==> config.mk <==
export PLATFORM = sky130hd
export DESIGN_NAME = rsd_out_buf
export DESIGN_NICKNAME = d
export VERILOG_FILES = /design/src/rtl/assert_macros.svh /design/src/rtl/rsd_pkg.sv /design/src/rtl/rsd_out_buf.sv
export SDC_FILE = /design/constraint.sdc
export NUM_CORES = 1
export LEC_CHECK = 0
export ABC_AREA = 1
export ABC_CLOCK_PERIOD_IN_PS = 2450
export BUFFER_PORTS_ARGS = -buffer_cell sky130_fd_sc_hd__buf_4
export CAP_MARGIN = 20
export CORE_MARGIN = 2
export CORE_UTILIZATION = 39
export CTS_CLUSTER_SIZE = 10
export DETAILED_ROUTE_END_ITERATION = 8
export PLACE_DENSITY_LB_ADDON = 0.3
export SLEW_MARGIN = 20
export SYNTH_ARGS = -nofsm -noshare
export SYNTH_HDL_FRONTEND = slang
export SYNTH_SLANG_ARGS = --single-unit
==> constraint.sdc <==
create_clock -name clk -period 2.45 [get_ports clk]
set_input_delay 0.1225 -clock clk [delete_from_list [all_inputs] [get_ports clk]]
set_output_delay 0.1225 -clock clk [all_outputs]
set_load 0.03 [all_outputs]
==> src/rtl/assert_macros.svh <==
// Assertion helpers shared by the RTL.
`ifndef ASSERT_MACROS_SVH
`define ASSERT_MACROS_SVH

// Same-cycle implication, checked out of reset.
`define ASSERT_IMPLIES(label, clk, rst_n, ante, cons, msg) \
	label: assert property (@(posedge clk) disable iff (!rst_n) (ante) |-> (cons)) \
		else $error(msg);

// Next-cycle implication, checked out of reset.
`define ASSERT_NEXT(label, clk, rst_n, ante, cons, msg) \
	label: assert property (@(posedge clk) disable iff (!rst_n) (ante) |=> (cons)) \
		else $error(msg);

`endif

==> src/rtl/rsd_pkg.sv <==
package rsd_pkg;

	// field and register widths
	localparam int SAMPLE_W    = 16;
	localparam int CFG_W       = 15;
	localparam int LANES       = 2;
	// sum of squares, radius and its remainder
	localparam int SQ_W        = 2 * SAMPLE_W;
	localparam int ROOT_W      = 24;
	localparam int RAD_W       = 2 * ROOT_W;
	localparam int REM_W       = ROOT_W + 2;
	// radius carries 8 fraction bits
	localparam int RADIX_SHIFT = 8;
	localparam int EXC_W       = CFG_W + RADIX_SHIFT;
	localparam int PROD_W      = SAMPLE_W + EXC_W;
	// Q1.15 scale of the result
	localparam int FRAC_SHIFT  = 15;
	localparam int NUM_W       = PROD_W + FRAC_SHIFT + 1;
	localparam int DEN_W       = 2 * CFG_W;
	localparam int Q_W         = 16;

	localparam logic [CFG_W-1:0] FULL_SCALE_RST  = 15'd32767;
	localparam logic [CFG_W-1:0] DEAD_RADIUS_RST = 15'd7849;

	localparam logic signed [SAMPLE_W-1:0] OUT_MAX = 16'sh7FFF;
	localparam logic signed [SAMPLE_W-1:0] OUT_MIN = 16'sh8000;

	localparam int CFG_IDX_W = 1;

	typedef enum logic [CFG_IDX_W-1:0] {
		CFG_FULL_SCALE  = 1'b0,
		CFG_DEAD_RADIUS = 1'b1
	} cfg_idx_t;

	typedef struct packed {
		logic signed [SAMPLE_W-1:0] x_raw;
		logic signed [SAMPLE_W-1:0] y_raw;
	} in_item_t;

	typedef struct packed {
		logic signed [SAMPLE_W-1:0] x_scaled;
		logic signed [SAMPLE_W-1:0] y_scaled;
		logic                       in_dead_zone;
	} out_item_t;

	// travels alongside the square root
	typedef struct packed {
		logic [LANES-1:0][SAMPLE_W-1:0] mag;
		logic [LANES-1:0]               neg;
		logic                           dead;
		logic                           kill;
		logic                           clamp;
	} sq_side_t;

	// travels alongside the divider
	typedef struct packed {
		logic [LANES-1:0] neg;
		logic             dead;
		logic             kill;
	} dv_side_t;

	typedef struct packed {
		logic [REM_W-1:0]  rem;
		logic [ROOT_W-1:0] root;
	} sqrt_acc_t;

	// one digit of the bitwise integer square root
	function automatic sqrt_acc_t sqrt_step(input logic [REM_W-1:0] rem,
		input logic [ROOT_W-1:0] root, input logic [1:0] pair);
		sqrt_acc_t        res;
		logic [REM_W-1:0] acc;
		logic [REM_W-1:0] trial;
		acc   = {rem[REM_W-3:0], pair};
		trial = {root, 2'b01};
		if (acc >= trial) begin
			res.rem  = acc - trial;
			res.root = {root[ROOT_W-2:0], 1'b1};
		end else begin
			res.rem  = acc;
			res.root = {root[ROOT_W-2:0], 1'b0};
		end
		return res;
	endfunction

endpackage

==> src/rtl/rsd_out_buf.sv <==
// Two-entry result buffer; decouples the pipeline from receiver stalls.
module rsd_out_buf import rsd_pkg::*; (
	input  logic      clk,
	input  logic      arst_n,
	input  logic      push,
	input  out_item_t push_data,
	output logic      full,
	output logic      result_valid,
	input  logic      result_ready,
	output out_item_t result
);

	out_item_t  mem [2];
	logic       wr_q;
	logic       rd_q;
	logic [1:0] count_q;
	logic       pop;

	assign pop = result_valid && result_ready;

	// pointers and fill level
	always_ff @(posedge clk or negedge arst_n) begin
		if (!arst_n) begin
			wr_q    <= 1'b0;
			rd_q    <= 1'b0;
			count_q <= 2'd0;
		end else begin
			if (push) begin
				wr_q <= ~wr_q;
			end
			if (pop) begin
				rd_q <= ~rd_q;
			end
			if (push && !pop) begin
				count_q <= count_q + 2'd1;
			end else if (pop && !push) begin
				count_q <= count_q - 2'd1;
			end
		end
	end

	always_ff @(posedge clk) begin
		if (push) begin
			mem[wr_q] <= push_data;
		end
	end

	assign result       = mem[rd_q];
	assign result_valid = (count_q != 2'd0);
	assign full         = count_q[1];

endmodule

==> flow_metrics.py <==
metrics = {
    "yosys": {
        "netlist_area_um2": 2671,
        "yosysSeqAreaShare_pct": 77.94,
        "ys_types": 15,
        "avgSynthCellArea_um2": 13.42,
        "synth_area_leaders": "edfxtp_1 (74%), nand2_1 (14%), dfrtp_1 (3.7%), nand2_2 (2.3%), buf_6 (1.7%)",
        "synth_top_area_share_pct": 74.19,
        "synth_top_area_cell": "edfxtp_1",
        "synth_nets": 237,
        "syn_inst": 199,
        "yosysWarnings": 0,
        "synth_seq_cells": 70,
    },
    "cells_and_area": {
        "syn2layout_area_growth_pct": 44.40,
        "fin_util_pct": 57.41,
        "drive_gt1_share_pct": 32.18,
        "n_antenna_cell": 0,
        "nets": 350,
    },
    "clock_network": {
        "cts_made_buffers": 9,
        "cts_max_path_buffers": 2,
        "cts_tree": "done",
        "cts-root-buf": "clkbuf_8",
        "clk_latency_ps": 340,
        "path_clk_slew_ps": 80,
        "cts-htree-levels": 3,
        "cts_resized": 0,
        "clock-sinks": 70,
    },
    "critical_path": {
        "timing.reg2reg.setup_slack_ps": 1040,
        "critical_path_buf_inv_count": 2,
        "crit_chain": "inv_8, nand2_1, nand2_1, buf_4",
        "cpMaxStageDelayCell": "dfrtp_1",
        "path_class": "reg -> out",
        "critPathLaunchType": "register",
        "required_ps": 2330,
        "cpPeakStageDelay_ps": 810,
        "cp_top_family": "flip-flops",
        "crit_fanout": 34,
        "cp-end-kind": "output pin",
        "crit_arrival_ps": 1730,
        "path_common_cell": "nand2_1",
    },
    "sta": {
        "slew_violations": 0,
        "worst_pin_slew_ps": 715.4,
        "min_period_ps": 1850,
        "setup_tns_ps": 0,
        "slew_headroom_pct": 52.31,
        "post-route-period-util_pct": 75.51,
        "rsz0062_at_grt": "false",
        "finClkSkew_ps": 6.613,
        "setup_ws_ps": 599.9,
        "max_freq_mhz": 540.5,
        "hold_violations": 0,
        "setup_viol": 0,
        "hold_ws_ps": 43.60,
    },
    "power": {
        "leakage_nw": 1.667,
        "ir_worst_vdd_uv": 675.8,
        "powerDensity_nw_per_um2": 1199,
    },
    "floorplan": {
        "rows": 30,
        "die_area_um2": 7527,
        "start_util_pct": 39.76,
        "fp.dieH_um": 86.76,
        "io_pins": 72,
        "core-area_um2": 6719,
        "die_w_um": 86.76,
    },
    "drt": {
        "drtPass1Iterations": 5,
        "wl_per_cell_um": 13.52,
        "viasPerCell": 4.554,
        "drcViolationCount": 0,
        "wl_mm": 5.369,
        "drt_iter0_markers": 94,
        "vias": 1808,
        "drtAntennaViolNets": 0,
    },
    "run": {
        "cap_violations": 0,
    },
    "global_route": {
        "antenna_found_initial": 0,
        "grt_overflow_total": 0,
        "grt_max_degree": 35,
        "globalRouteTotalUtil_pct": 15.26,
        "grt_pass1_vias": 1744,
        "grt_pass1_wl_mm": 8.266,
    },
    "hold_path": {
        "hold_class": "in -> reg",
    },
    "status": {
        "status": "finished clean",
    },
    "placed_design": {
        "io_buffers": 71,
        "place_hpwl_mm": 3.169,
        "pre_cts_slack_ps": 944.8,
        "gp_congestion": 0.7817,
    },
}
registers in the layout, summed over array words and instances (netlist names):
name and flops:
mem 66, count_q 2, rd_q 1, wr_q 1
what timing repair did:
| action | CTS | global route |
|---|---|---|
| endpoints found under the setup margin | 0 | 0 |
| hold endpoints to repair | 71 | 0 |
| setup buffers | 0 | 0 |
| hold buffers | 35 | 0 |
metal layers:
layer	part of all wire, %	track usage [%]	vias to the layer above	wire length, um
li1	-	-	888	-
met1	41	18.08	859	2212
met2	52	25.24	52	2789
met3	4.8	4.286	9	258
met4	2.0	8.097	0	108
met5	0	0	-	0
where the power goes:
group | switching (W) | internal (W)
combinational | 0.00122 | 0.000658
sequential | 0.000129 | 0.00159
clock | 0.000445 | 0.000576
total | 0.00180 | 0.00283
cells by family (layout without fill, tap and decap cells):
logic type / after synthesis / after routing / share of synthesized area (%)
AND/OR/NAND/NOR: 112 / 112 / 16.86
flip-flops: 70 / 70 / 77.94
buffers and inverters: 14 / 132 / 4.074
XOR/XNOR: 2 / 2 / 0.6559
adder cells (fa/ha/maj): 1 / 1 / 0.4683
worst min-delay path, delay by kind of cell:
kind,cells,cell delay [ps]
buffers and inverters,1,90
and+or+nand+nor,2,140
per-stage QoR:
stage | cells | power (W) | area (um^2)
floorplan | 199 | 0.002965 | 2671
global placement | 346 | 0.003581 | 3284
detailed placement | 346 | 0.003609 | 3284
CTS | 397 | 0.004675 | 3857
global route | 397 | 0.004889 | 3857
finish | 397 | 0.004624 | 3857
Yosys cell counts:
cell type,count
inv_1,6
buf_8,1
buf_4,2
xnor2_1,1
nor2_1,1
buf_6,4
xor2_1,1
nand4_1,1
inv_8,1
dfrtp_1,4
nand2_2,10
nand3_1,2
nand2_1,98
edfxtp_1,66
ha_1,1
worst paths after layout:
path / cells after the start / start / end
max: 4 / rd_q / result[20]
min in group asynchronous: 2 / arst_n / rd_q
max in group asynchronous: 2 / arst_n / wr_q
min reg2reg: 1 / count_q[0] / count_q[0]
max reg2reg: 2 / wr_q / mem[0][15]
min: 3 / result_ready / rd_q
cells in the final DEF, fill, tap and decap left out:
cell	count
buf_12	2
buf_4	72
bufinv_16	2
clkbuf_8	9
clkinv_2	1
clkinv_4	3
clkinvlp_4	1
dfrtp_1	4
dlygate4sd3_1	35
edfxtp_1	66
ha_1	1
inv_1	6
inv_8	1
nand2_1	98
nand2_2	10
nand3_1	2
nand4_1	1
nor2_4	1
xnor2_1	1
xor2_1	1
layout make-up:
cell class	instances	area, um^2
Clock buffer	9	123.9
Clock inverter	7	98.84
Fill cell	562	2861
Inverter	7	33.78
Multi-Input combinational cell	115	488.0
Sequential cell	70	2082
Tap cell	80	100.1
Timing Repair Buffer	109	930.9
Note: power is estimated with default switching activity, not from simulation.
