--- config.mk ---
export PLATFORM = sky130hd
export DESIGN_NAME = rsd_sqrt_pipe
export DESIGN_NICKNAME = d
export VERILOG_FILES = /design/src/rtl/assert_macros.svh /design/src/rtl/rsd_pkg.sv /design/src/rtl/rsd_sqrt_pipe.sv
export SDC_FILE = /design/constraint.sdc
export NUM_CORES = 2
export LEC_CHECK = 0
export ABC_AREA = 1
export BUFFER_PORTS_ARGS = -buffer_cell sky130_fd_sc_hd__buf_2
export CAP_MARGIN = 30
export CELL_PAD_IN_SITES_DETAIL_PLACEMENT = 1
export CELL_PAD_IN_SITES_GLOBAL_PLACEMENT = 2
export CORE_ASPECT_RATIO = 1.25
export CORE_MARGIN = 3
export CORE_UTILIZATION = 46
export DETAILED_ROUTE_END_ITERATION = 12
export GPL_TIMING_DRIVEN = 0
export PLACE_DENSITY = 0.95
export SETUP_SLACK_MARGIN = 0.5
export SLEW_MARGIN = 0
export SYNTH_ARGS = -nofsm -noshare
export SYNTH_HDL_FRONTEND = slang
export SYNTH_SLANG_ARGS = --single-unit
export TNS_END_PERCENT = 100
--- constraint.sdc ---
create_clock -name clk -period 3.51 [get_ports clk]
set_input_delay 0.702 -clock clk [delete_from_list [all_inputs] [get_ports clk]]
set_output_delay 0.702 -clock clk [all_outputs]
set_load 0.01 [all_outputs]
--- src/rtl/assert_macros.svh ---
// Assertion helpers shared by the RTL.
`ifndef ASSERT_MACROS_SVH
`define ASSERT_MACROS_SVH

// Same-cycle implication, checked out of reset.
`define ASSERT_IMPLIES(label, clk, rst_n, ante, cons, msg) \
	label: assert property (@(posedge clk) disable iff (!rst_n) (ante) |-> (cons)) \
		else $error(msg);

// Next-cycle implication, checked out of reset.
`define ASSERT_NEXT(label, clk, rst_n, ante, cons, msg) \
	label: assert property (@(posedge clk) disable iff (!rst_n) (ante) |=> (cons)) \
		else $error(msg);

`endif

--- src/rtl/rsd_pkg.sv ---
package rsd_pkg;

	// field and register widths
	localparam int SAMPLE_W    = 16;
	localparam int CFG_W       = 15;
	localparam int LANES       = 2;
	// sum of squares, radius and its remainder
	localparam int SQ_W        = 2 * SAMPLE_W;
	localparam int ROOT_W      = 24;
	localparam int RAD_W       = 2 * ROOT_W;
	localparam int REM_W       = ROOT_W + 2;
	// radius carries 8 fraction bits
	localparam int RADIX_SHIFT = 8;
	localparam int EXC_W       = CFG_W + RADIX_SHIFT;
	localparam int PROD_W      = SAMPLE_W + EXC_W;
	// Q1.15 scale of the result
	localparam int FRAC_SHIFT  = 15;
	localparam int NUM_W       = PROD_W + FRAC_SHIFT + 1;
	localparam int DEN_W       = 2 * CFG_W;
	localparam int Q_W         = 16;

	localparam logic [CFG_W-1:0] FULL_SCALE_RST  = 15'd32767;
	localparam logic [CFG_W-1:0] DEAD_RADIUS_RST = 15'd7849;

	localparam logic signed [SAMPLE_W-1:0] OUT_MAX = 16'sh7FFF;
	localparam logic signed [SAMPLE_W-1:0] OUT_MIN = 16'sh8000;

	localparam int CFG_IDX_W = 1;

	typedef enum logic [CFG_IDX_W-1:0] {
		CFG_FULL_SCALE  = 1'b0,
		CFG_DEAD_RADIUS = 1'b1
	} cfg_idx_t;

	typedef struct packed {
		logic signed [SAMPLE_W-1:0] x_raw;
		logic signed [SAMPLE_W-1:0] y_raw;
	} in_item_t;

	typedef struct packed {
		logic signed [SAMPLE_W-1:0] x_scaled;
		logic signed [SAMPLE_W-1:0] y_scaled;
		logic                       in_dead_zone;
	} out_item_t;

	// travels alongside the square root
	typedef struct packed {
		logic [LANES-1:0][SAMPLE_W-1:0] mag;
		logic [LANES-1:0]               neg;
		logic                           dead;
		logic                           kill;
		logic                           clamp;
	} sq_side_t;

	// travels alongside the divider
	typedef struct packed {
		logic [LANES-1:0] neg;
		logic             dead;
		logic             kill;
	} dv_side_t;

	typedef struct packed {
		logic [REM_W-1:0]  rem;
		logic [ROOT_W-1:0] root;
	} sqrt_acc_t;

	// one digit of the bitwise integer square root
	function automatic sqrt_acc_t sqrt_step(input logic [REM_W-1:0] rem,
		input logic [ROOT_W-1:0] root, input logic [1:0] pair);
		sqrt_acc_t        res;
		logic [REM_W-1:0] acc;
		logic [REM_W-1:0] trial;
		acc   = {rem[REM_W-3:0], pair};
		trial = {root, 2'b01};
		if (acc >= trial) begin
			res.rem  = acc - trial;
			res.root = {root[ROOT_W-2:0], 1'b1};
		end else begin
			res.rem  = acc;
			res.root = {root[ROOT_W-2:0], 1'b0};
		end
		return res;
	endfunction

endpackage

--- src/rtl/rsd_sqrt_pipe.sv ---
// Integer square root of (radicand << 16), one result bit per stage.
module rsd_sqrt_pipe import rsd_pkg::*; (
	input  logic              clk,
	input  logic              arst_n,
	input  logic              en,
	input  logic              in_valid,
	input  logic [SQ_W-1:0]   radicand,
	input  sq_side_t          in_side,
	output logic              out_valid,
	output logic [ROOT_W-1:0] root,
	output sq_side_t          out_side
);

	logic              v_s    [ROOT_W];
	logic [REM_W-1:0]  rem_s  [ROOT_W];
	logic [ROOT_W-1:0] root_s [ROOT_W];
	logic [RAD_W-1:0]  rad_s  [ROOT_W];
	sq_side_t          side_s [ROOT_W];

	for (genvar k = 0; k < ROOT_W; k++) begin : g_stage
		// previous stage index, kept in range for the first stage
		localparam int PK = (k == 0) ? 0 : k - 1;

		logic              v_prev;
		logic [REM_W-1:0]  rem_prev;
		logic [ROOT_W-1:0] root_prev;
		logic [RAD_W-1:0]  rad_prev;
		sq_side_t          side_prev;
		sqrt_acc_t         step;

		// stage input: pipe entry or previous stage
		always_comb begin
			if (k == 0) begin
				v_prev    = in_valid;
				rem_prev  = '0;
				root_prev = '0;
				rad_prev  = {radicand, {(RAD_W-SQ_W){1'b0}}};
				side_prev = in_side;
			end else begin
				v_prev    = v_s[PK];
				rem_prev  = rem_s[PK];
				root_prev = root_s[PK];
				rad_prev  = rad_s[PK];
				side_prev = side_s[PK];
			end
			step = sqrt_step(rem_prev, root_prev, rad_prev[RAD_W-1 -: 2]);
		end

		always_ff @(posedge clk or negedge arst_n) begin
			if (!arst_n) begin
				v_s[k] <= 1'b0;
			end else if (en) begin
				v_s[k] <= v_prev;
			end
		end

		always_ff @(posedge clk) begin
			if (en) begin
				rem_s[k]  <= step.rem;
				root_s[k] <= step.root;
				rad_s[k]  <= {rad_prev[RAD_W-3:0], 2'b00};
				side_s[k] <= side_prev;
			end
		end
	end

	assign out_valid = v_s[ROOT_W-1];
	assign root      = root_s[ROOT_W-1];
	assign out_side  = side_s[ROOT_W-1];

endmodule

==> results.cfg <==
[status]
status = finished clean

[yosys]
ys_ff_latch = 1967
ys_async_sr_fraction_pct = 1.22
synth_largest_area_cell = edfxtp_1
yosys_warnings = 0
synth_cells = 8743
synthTopCellsByCount = nand2_1, edfxtp_1, inv_1
synthTopCellsByArea = edfxtp_1, nand2_1, inv_1, ha_1, nor2_1
syn_area_per_cell_sq_um = 10.4
synth_nets = 9133
synth.cell_area_sq_mm = 0.0911
synth-edff-count = 1943
ys.flop_type = edfxtp_1
yosys.area.top_type_share_pct = 64.1
yosysMostFrequentCell = nand2_1
seq_area_frac_synth_pct = 64.7
synth_cell_type_count = 55

[floorplan]
die_area_sq_mm = 0.203
core_sq_mm = 0.196
pin_count = 135
die_w_um = 404
rows = 181
die_h_um = 503
start_util_pct = 46.5

[sta]
slew_viol_final = 0
setup_violations = 0
layout_setup_ws_ns = 0.658
max_slew_margin_pct = 28.7
rsz0062_at_grt = yes
hold_viol = 0
fmax_ghz = 0.351
tns_ns = 0
period_share_pct = 81.3
skew_ns = 0.0436
period_needed_ns = 2.85
tightest_slew_ns = 1.07

[global_route]
gr-total-overflow = 0
grtUsageTotal_pct = 23.1
grt_pass1_vias = 65500
grt_antenna_before_repair = 2
grt_max_degree = 191
grt_pass1_wl_um = 364000

[routing]
vias = 60700
remaining_drc_errors = 0
drt_pass1_iterations = 5
wire_per_inst_um = 19.7
wirelength_um = 234000
ant_nets = 0
drtIter0Drc = 3427
viasPerCell = 5.12

[power]
p_switching_w = 0.0172
p_int_w = 0.0438
comb_power_share_pct = 16.2
power_density_mw_per_mm2 = 594
p_clk_share_pct = 35.0
power.leakage_nw = 43.8
switching_share_pct = 28.2
peakVddDrop_mv = 0.499
seq_power_share_pct = 48.8

[cts]
root_buffer = clkbuf_16
clkSinkCount = 1967
clk_path_buf_depth = 3
htree_levels = 4
clk_latency_ns = 0.83
cts_tree = done
clk_pin_slew_ns = 0.06
cts_buffers = 194

[placed_design]
portBuffers = 134
gp_congestion = 0.883
place_ws_ns = -1.74
dp_hpwl_um = 173000

[critical_path]
end_kind = flop
rrSetupSlack_ns = 0.66
critPathBufInv = 4
cp.arrival_ns = 3.39
crit_type = reg2reg
max_stage_delay_ns = 0.44
cp.required_ns = 4.04
cp_slowest_cell = edfxtp_1
cp-start-kind = flop
path_delay_family = simple AND/OR/NAND/NOR gates
path_max_fanout = 11
cpMostUsedCell = inv_1
crit_chain = inv_1 > ha_1 > inv_1 > fa_1 > inv_1 > nand3_1 > nand3_2 > nand2_1 > nand2_2 > nand2_4 > nand3_4 > buf_6 > a21oi_1

[flow_run]
max_cap_violations = 0

[final_layout]
fillers = 21400
multi_input_area_sq_mm = 0.0263
register_area_sq_mm = 0.0589
nNetsFinal = 9546
drive_above_1_share_pct = 7.22
synthToLayoutAreaGrowth_pct = 12.8

[min_path]
min_path_type = in2reg
metal layers:
| metal | up-vias | wire [um] | track usage (%) |
|---|---|---|---|
| met3 | 500 | 6870 | 2.86 |
| met1 | 29500 | 89500 | 25.4 |
| met2 | 1064 | 126000 | 44.3 |
| met5 | - | 0 | 0 |
| li1 | 29700 | - | - |
| met4 | 0 | 10700 | 9.86 |
cell families after synthesis:
family / Yosys count / share of synthesized area [%]
mux: 2 / 0.0247
buf+inv: 1505 / 6.51
other cells: 1 / 0.00412
fa+ha+maj: 317 / 4.41
compound gates: 557 / 3.26
simple gates: 4212 / 19.3
xor+xnor: 182 / 1.75
flops: 1967 / 64.7
metrics by stage:
step / util, % / std cells / total power (W) / hold WS [ns] / cell area, sq um
3_3_place_gp: 48.5 / 11400 / 0.0408 / 0.400 / 94900
5_1_grt: 52.5 / 11900 / 0.0640 / 0.00363 / 103000
4_1_cts: 52.4 / 11900 / 0.0615 / 0.000960 / 103000
6_report: 52.5 / 11900 / 0.0610 / 0.0614 / 103000
2_1_floorplan: - / 8743 / 0.0361 / 0.400 / 91100
3_5_place_dp: 48.7 / 11500 / 0.0400 / 0.405 / 95300
path summary, 6_finish.rpt:
check,startpoint,endpoint,cells after the start
max,root_s[2][96],rem_s[2][137],13
min,radicand[9],rad_s[0][25],1
max reg2reg,root_s[2][96],rem_s[2][137],13
min reg2reg,side_s[5][41],side_s[5][78],0
max in group asynchronous,arst_n,g_stage[14].v_prev,2
min in group asynchronous,arst_n,g_stage[1].v_prev,2
repair_timing:
item	in CTS	in global routing
setup buffers	1	3
resized for setup	18	18
endpoints found under the setup margin	579	103
gates cloned	6	0
hold endpoints to repair	85	0
hold buffers	62	0
sequential cells by signal (all words and copies together) (netlist names):
| signal | count |
|---|---|
| side_s | 888 |
| rem_s | 515 |
| g_stage.v_prev | 23 |
| rad_s | 240 |
| out_valid | 1 |
| root_s | 300 |
power groups by stage:
stage          registers, W  clock network (W)  logic (W)
2_1_floorplan        0.0295                  0    0.00655
3_3_place_gp         0.0315                  0    0.00932
3_5_place_dp         0.0303                  0    0.00971
4_1_cts              0.0298             0.0218    0.00992
5_1_grt              0.0300             0.0228     0.0112
6_report             0.0298             0.0213    0.00988
area by class of cell:
type | count | share of cell area [%]
antenna | 2 | 0.00487
multi-input combinational | 5271 | 25.6
tap | 2562 | 3.12
inverter | 1431 | 5.23
clock inverter | 116 | 1.41
sequential | 1967 | 57.4
timing repair buffer | 217 | 1.79
clock buffer | 234 | 4.92
buffer | 74 | 0.541
layout by cell type, fill, tap and decap left out, types with 20 or more instances in the layout:
master,count
edfxtp_1,1943
nor2_1,722
buf_4,20
nand2_2,27
nor3_1,66
nor2_2,22
nand4_1,140
dfrtp_1,24
nand2_1,2609
o21ai_0,166
nand3b_1,95
ha_1,307
clkinv_2,32
clkbuf_16,194
dlygate4sd3_1,62
xnor2_1,94
inv_1,1413
nand3_1,458
bufinv_16,24
xor2_1,88
buf_2,155
a21oi_1,276
clkbuf_1,43
o21ai_1,55
buf_6,25
No activity file was read; power rests on OpenSTA's default activity.
