## src/rtl/assert_macros.svh

```systemverilog
// Assertion helpers shared by the RTL.
`ifndef ASSERT_MACROS_SVH
`define ASSERT_MACROS_SVH

// Same-cycle implication, checked out of reset.
`define ASSERT_IMPLIES(label, clk, rst_n, ante, cons, msg) \
	label: assert property (@(posedge clk) disable iff (!rst_n) (ante) |-> (cons)) \
		else $error(msg);

// Next-cycle implication, checked out of reset.
`define ASSERT_NEXT(label, clk, rst_n, ante, cons, msg) \
	label: assert property (@(posedge clk) disable iff (!rst_n) (ante) |=> (cons)) \
		else $error(msg);

`endif

```

## src/rtl/rsd_pkg.sv

```systemverilog
package rsd_pkg;

	// field and register widths
	localparam int SAMPLE_W    = 16;
	localparam int CFG_W       = 15;
	localparam int LANES       = 2;
	// sum of squares, radius and its remainder
	localparam int SQ_W        = 2 * SAMPLE_W;
	localparam int ROOT_W      = 24;
	localparam int RAD_W       = 2 * ROOT_W;
	localparam int REM_W       = ROOT_W + 2;
	// radius carries 8 fraction bits
	localparam int RADIX_SHIFT = 8;
	localparam int EXC_W       = CFG_W + RADIX_SHIFT;
	localparam int PROD_W      = SAMPLE_W + EXC_W;
	// Q1.15 scale of the result
	localparam int FRAC_SHIFT  = 15;
	localparam int NUM_W       = PROD_W + FRAC_SHIFT + 1;
	localparam int DEN_W       = 2 * CFG_W;
	localparam int Q_W         = 16;

	localparam logic [CFG_W-1:0] FULL_SCALE_RST  = 15'd32767;
	localparam logic [CFG_W-1:0] DEAD_RADIUS_RST = 15'd7849;

	localparam logic signed [SAMPLE_W-1:0] OUT_MAX = 16'sh7FFF;
	localparam logic signed [SAMPLE_W-1:0] OUT_MIN = 16'sh8000;

	localparam int CFG_IDX_W = 1;

	typedef enum logic [CFG_IDX_W-1:0] {
		CFG_FULL_SCALE  = 1'b0,
		CFG_DEAD_RADIUS = 1'b1
	} cfg_idx_t;

	typedef struct packed {
		logic signed [SAMPLE_W-1:0] x_raw;
		logic signed [SAMPLE_W-1:0] y_raw;
	} in_item_t;

	typedef struct packed {
		logic signed [SAMPLE_W-1:0] x_scaled;
		logic signed [SAMPLE_W-1:0] y_scaled;
		logic                       in_dead_zone;
	} out_item_t;

	// travels alongside the square root
	typedef struct packed {
		logic [LANES-1:0][SAMPLE_W-1:0] mag;
		logic [LANES-1:0]               neg;
		logic                           dead;
		logic                           kill;
		logic                           clamp;
	} sq_side_t;

	// travels alongside the divider
	typedef struct packed {
		logic [LANES-1:0] neg;
		logic             dead;
		logic             kill;
	} dv_side_t;

	typedef struct packed {
		logic [REM_W-1:0]  rem;
		logic [ROOT_W-1:0] root;
	} sqrt_acc_t;

	// one digit of the bitwise integer square root
	function automatic sqrt_acc_t sqrt_step(input logic [REM_W-1:0] rem,
		input logic [ROOT_W-1:0] root, input logic [1:0] pair);
		sqrt_acc_t        res;
		logic [REM_W-1:0] acc;
		logic [REM_W-1:0] trial;
		acc   = {rem[REM_W-3:0], pair};
		trial = {root, 2'b01};
		if (acc >= trial) begin
			res.rem  = acc - trial;
			res.root = {root[ROOT_W-2:0], 1'b1};
		end else begin
			res.rem  = acc;
			res.root = {root[ROOT_W-2:0], 1'b0};
		end
		return res;
	endfunction

endpackage

```

## src/rtl/rsd_div_pipe.sv

```systemverilog
// Restoring divider, two lanes sharing one divisor, one quotient bit per stage.
// Divisor is den_prod << 8; an overflowed lane reads as all ones.
module rsd_div_pipe import rsd_pkg::*; (
	input  logic                        clk,
	input  logic                        arst_n,
	input  logic                        en,
	input  logic                        in_valid,
	input  logic [LANES-1:0][NUM_W-1:0] num,
	input  logic [LANES-1:0]            ovf,
	input  logic [DEN_W-1:0]            den_prod,
	input  dv_side_t                    in_side,
	output logic                        out_valid,
	output logic [LANES-1:0][Q_W-1:0]   quo,
	output dv_side_t                    out_side
);

	logic                        v_s    [Q_W];
	logic [LANES-1:0][NUM_W-1:0] rem_s  [Q_W];
	logic [LANES-1:0][Q_W-1:0]   quo_s  [Q_W];
	logic [LANES-1:0]            ovf_s  [Q_W];
	dv_side_t                    side_s [Q_W];

	for (genvar j = 0; j < Q_W; j++) begin : g_stage
		// previous stage index, kept in range for the first stage
		localparam int PJ = (j == 0) ? 0 : j - 1;

		logic                        v_prev;
		logic [LANES-1:0][NUM_W-1:0] rem_prev;
		logic [LANES-1:0][Q_W-1:0]   quo_prev;
		logic [LANES-1:0]            ovf_prev;
		dv_side_t                    side_prev;
		logic [NUM_W-1:0]            dsh;
		logic [LANES-1:0][NUM_W-1:0] rem_next;
		logic [LANES-1:0][Q_W-1:0]   quo_next;

		// stage input: pipe entry or previous stage
		always_comb begin
			if (j == 0) begin
				v_prev    = in_valid;
				rem_prev  = num;
				quo_prev  = '0;
				ovf_prev  = ovf;
				side_prev = in_side;
			end else begin
				v_prev    = v_s[PJ];
				rem_prev  = rem_s[PJ];
				quo_prev  = quo_s[PJ];
				ovf_prev  = ovf_s[PJ];
				side_prev = side_s[PJ];
			end
		end

		// trial subtract of the divisor aligned to this quotient bit
		always_comb begin
			dsh = NUM_W'(den_prod) << (RADIX_SHIFT + Q_W - 1 - j);
			for (int l = 0; l < LANES; l++) begin
				if (rem_prev[l] >= dsh) begin
					rem_next[l] = rem_prev[l] - dsh;
					quo_next[l] = {quo_prev[l][Q_W-2:0], 1'b1};
				end else begin
					rem_next[l] = rem_prev[l];
					quo_next[l] = {quo_prev[l][Q_W-2:0], 1'b0};
				end
			end
		end

		always_ff @(posedge clk or negedge arst_n) begin
			if (!arst_n) begin
				v_s[j] <= 1'b0;
			end else if (en) begin
				v_s[j] <= v_prev;
			end
		end

		always_ff @(posedge clk) begin
			if (en) begin
				rem_s[j]  <= rem_next;
				quo_s[j]  <= quo_next;
				ovf_s[j]  <= ovf_prev;
				side_s[j] <= side_prev;
			end
		end
	end

	// saturate lanes whose quotient does not fit
	always_comb begin
		for (int l = 0; l < LANES; l++) begin
			quo[l] = ovf_s[Q_W-1][l] ? {Q_W{1'b1}} : quo_s[Q_W-1][l];
		end
	end

	assign out_valid = v_s[Q_W-1];
	assign out_side  = side_s[Q_W-1];

endmodule

```

## config.mk

```make
export PLATFORM = sky130hd
export DESIGN_NAME = rsd_div_pipe
export DESIGN_NICKNAME = d
export VERILOG_FILES = /design/src/rtl/assert_macros.svh /design/src/rtl/rsd_pkg.sv /design/src/rtl/rsd_div_pipe.sv
export SDC_FILE = /design/constraint.sdc
export NUM_CORES = 2
export LEC_CHECK = 0
export BUFFER_PORTS_ARGS = -buffer_cell sky130_fd_sc_hd__buf_2
export CORE_MARGIN = 5
export CORE_UTILIZATION = 58
export DETAILED_ROUTE_END_ITERATION = 6
export PLACE_DENSITY = 0.74
export SYNTH_ARGS = -nofsm -noshare
export SYNTH_HDL_FRONTEND = slang
export SYNTH_SLANG_ARGS = --single-unit
```

## constraint.sdc

```tcl
create_clock -name clk -period 3.7 [get_ports clk]
set_input_delay 0.925 -clock clk [delete_from_list [all_inputs] [get_ports clk]]
set_output_delay 0.925 -clock clk [all_outputs]
set_load 0.005 [all_outputs]
```

==> reports/qor.csv <==
metric;value;unit
synthesis-stage register bit count;2034;
Worst Path Max Fanout;5;
failing checks;setup timing;
# nets final;16400;
average wire per standard cell;20.9;um
Ys Warns;0;
PD cells;770;mW/mm^2
ANT nets after route;0;
placer congestion estimate;0.991;
crit path kind;in -> reg;
min Tclk post-route;3850;ps
Worst Max-Slew Pin Slew;844;ps
Fin Clk Skew;29.8;ps
CTS Sinks;2034;
Remaining Overflow, GRT;0;
fraction of registers with async set/reset;0.787;%
Post-Synth XOR/XNOR Area;7.16;%
commonest non-fill, non-tap cell in the layout;buf_4;
synthesized area;0.126;mm^2
Worst Hold Class;in -> reg;
Psw;45.8;mW
Synth Flop Type;edfxtp_1;
Switching Share;35.9;%
critical path cell sequence;buf_8, buf_12, buf_12, ha_4, inv_4, fa_2, a211oi_2, o21ai_1, a21o_1, a21oi_2, o31a_1, buf_6, o211ai_1, a31oi_4, or2_4, a211o_4, nor4_4, xor2_1;
status;finished, violations left;
Synth Area per Inst;10.6;um^2
Clk pin slew, worst setup/hold paths;60;ps
setup tns final;-536;ps
WP data required;4390;ps
post-place setup slack;-1320;ps
most frequent cells in the layout;3116 x buf_4, 2018 x edfxtp_1, 1073 x nand2_1, 1073 x a21oi_1, 935 x ha_1;
Tcrit/Tclk final;104;%
max incr delay on CP;340;ps
met1 Resource Use GR;39.6;%
clk_lat worst skew;870;ps
Die Height;476;um
core area;0.215;mm^2
first-pass GRT wire length;579000;um
adder-cell share of the synthesized area;10.0;%
Post-synth EDFFs;2018;
reg2reg start;rem_s[1][123];
row count;170;
share of layout cells above drive strength 1;29.2;%
CP Capture Type;register;
Leakage Power;69.0;nW
Comb pwr share;51.3;%
largest family of logic cells by synthesized area;compound AO/OA/AOI/OAI gates;
Worst Setup SP;den_prod[0];
worst vdd ir;630;uV
final wirelength;381000;um
CTS max path bufs;3;
GRT met3 Usage;3.88;%
Power Internal;81.7;mW
DR pass1 iterations;6;
min-delay src;num[73];
via count;109000;
Slew Limit Headroom;43.7;%
vias in the first global route;109000;
Synth cell types;96;
P&R area growth vs syn;31.6;%
Iteration-0 DRC Markers;9045;
maximum clock rate;0.260;GHz
DIE AREA;0.226;mm^2
compound-cell area share of the yosys netlist;17.0;%
Starting Density;58.5;%
initial antenna violation count;9;
number of max-cap violations;0;
Root Buffer;clkbuf_16;
CP max-delay cell;o31a_1;
Simple-Gate Fraction of Synth Area;13.8;%
H-tree depth;4;
GRT met2 Usage;54.3;%
post-synthesis mux area share;1.47;%
RSZ-0062 raised after global routing;yes;
# IOs;187;
sequential power share;30.6;%
CP dominant cell by count;buf_12;
final hold violation count;0;
WP buf/inv;5;
syn_nets;13000;
Clock power frac;18.2;%
Final WS setup;-146;ps
largest net degree at the start of global routing;105;
Total GRT Usage;32.4;%
Seq/Total Area, Yosys;48.5;%
critical path startpoint category;input pin;
CTS buffer count;217;
final setup vio count;8;
busiest metal layer after global routing;met2;
Final Max Tran Viols;0;
data arrival time of the critical path;4530;ps
DR DRC count;0;
Via density;5.96;
CP top delay family;compound AO/OA/AOI/OAI gates;
cells after synthesis;11900;
I/O Buffers;186;
final core utilization;76.9;%
CTS tree;done;
HPWL after DPL;291000;um
Die X;476;um
[synth_stat cells (all sizes together), types with 20 or more instances]
cell	count	area, um^2
edfxtp	2018	60600
a21oi	1114	5580
nand2	1078	4050
ha	960	12000
o21ai	938	4700
nor2	779	2930
xnor2	552	4830
a21o	536	4020
xor2	475	4160
inv	318	1190
clkbuf	310	1160
nand3	232	1160
nor3	219	1100
nor4	211	1330
nand4	181	1140
nand2b	171	1070
nor2b	162	1020
mux2	146	1650
o21bai	106	796
and3	102	638
o21a	97	728
a31oi	96	601
a211oi	78	586
o31ai	76	584
or3	76	475
or2	64	400
o211ai	57	428
or4	53	413
a21boi	47	353
and2	46	288
buf	40	203
nor4b	39	342
a211o	30	263
fa	30	601
nor3b	30	230
o31a	29	254
nand3b	26	195
a221oi	24	216
nand4b	24	210
a2111oi	23	204
a31o	21	184
and4	20	175
o2111ai	20	175
o221ai	20	175
[power groups by stage]
stage	clock network, mW	logic [mW]	registers (mW)
after global routing	24.5	71.4	39.4
after floorplan	0	36.4	37.2
after detailed placement	0	61.9	39.1
after global placement	0	60.0	38.8
after CTS	23.4	63.1	38.7
final	23.1	65.4	38.9
[sequential cells by signal, indices dropped and copies added (netlist names)]
signal / count
g_stage.v_prev: 15
ovf_s: 32
quo_s: 272
out_valid: 1
rem_s: 1650
side_s: 64
[stage by stage]
step	power [mW]	hold slack, ps	area, um^2	instances
after floorplan	73.6	400	126000	11900
after global placement	98.8	400	154000	17700
after detailed placement	101	405	154000	17700
after CTS	125	157	163000	18200
after global routing	135	183	165000	18300
final	127	231	165000	18300
[final timing paths]
kind / cells past startpoint / endpoint / slack (ps)
setup / recovery: 18 / rem_s[1][490] / -150
hold / removal: 1 / rem_s[0][73] / 230
max in group asynchronous: 2 / g_stage[15].v_prev / 2950
min in group asynchronous: 2 / g_stage[5].v_prev / 490
hold reg to reg: 0 / quo_s[1][74] / 410
setup reg to reg: 14 / rem_s[1][269] / -80
[final cells by class]
cell class	instances	area, um^2
diodes	5	12.5
clock buffers	236	5570
clock inverters	172	2120
fillers	13600	49600
inverters	318	1230
multi-input cells	9188	64600
flip-flops and latches	2034	61000
well taps	2838	3550
repair buffers	3464	27400
[cells by family (layout without fill, tap and decap cells)]
kind of cell / count (synthesis) / in the layout
xor gates and xnor gates: 1027 / 1027
AOI/OAI and AO/OA: 3471 / 3471
other: 0 / 5
adders and majority gates: 990 / 990
DFF: 2034 / 2034
buffers and inverters: 668 / 4190
and+or+nand+nor: 3535 / 3535
muxes: 165 / 165
[what timing repair did]
| item | in CTS | in global routing |
|---|---|---|
| endpoints found under the setup margin | 478 | 715 |
| pin swaps | 51 | 150 |
| gates cloned | 0 | 9 |
| gates resized for setup | 164 | 364 |
| setup buffers | 47 | 60 |
| hold endpoints to repair | 16 | 0 |
| hold buffers | 1 | 0 |
[per-layer routing]
layer / up-vias / wire length [um]
li1: 51700 / -
met1: 51700 / 148000
met2: 4216 / 181000
met3: 1180 / 22700
met4: 2 / 29100
met5: - / 13
(Power assumes the default switching activity.)
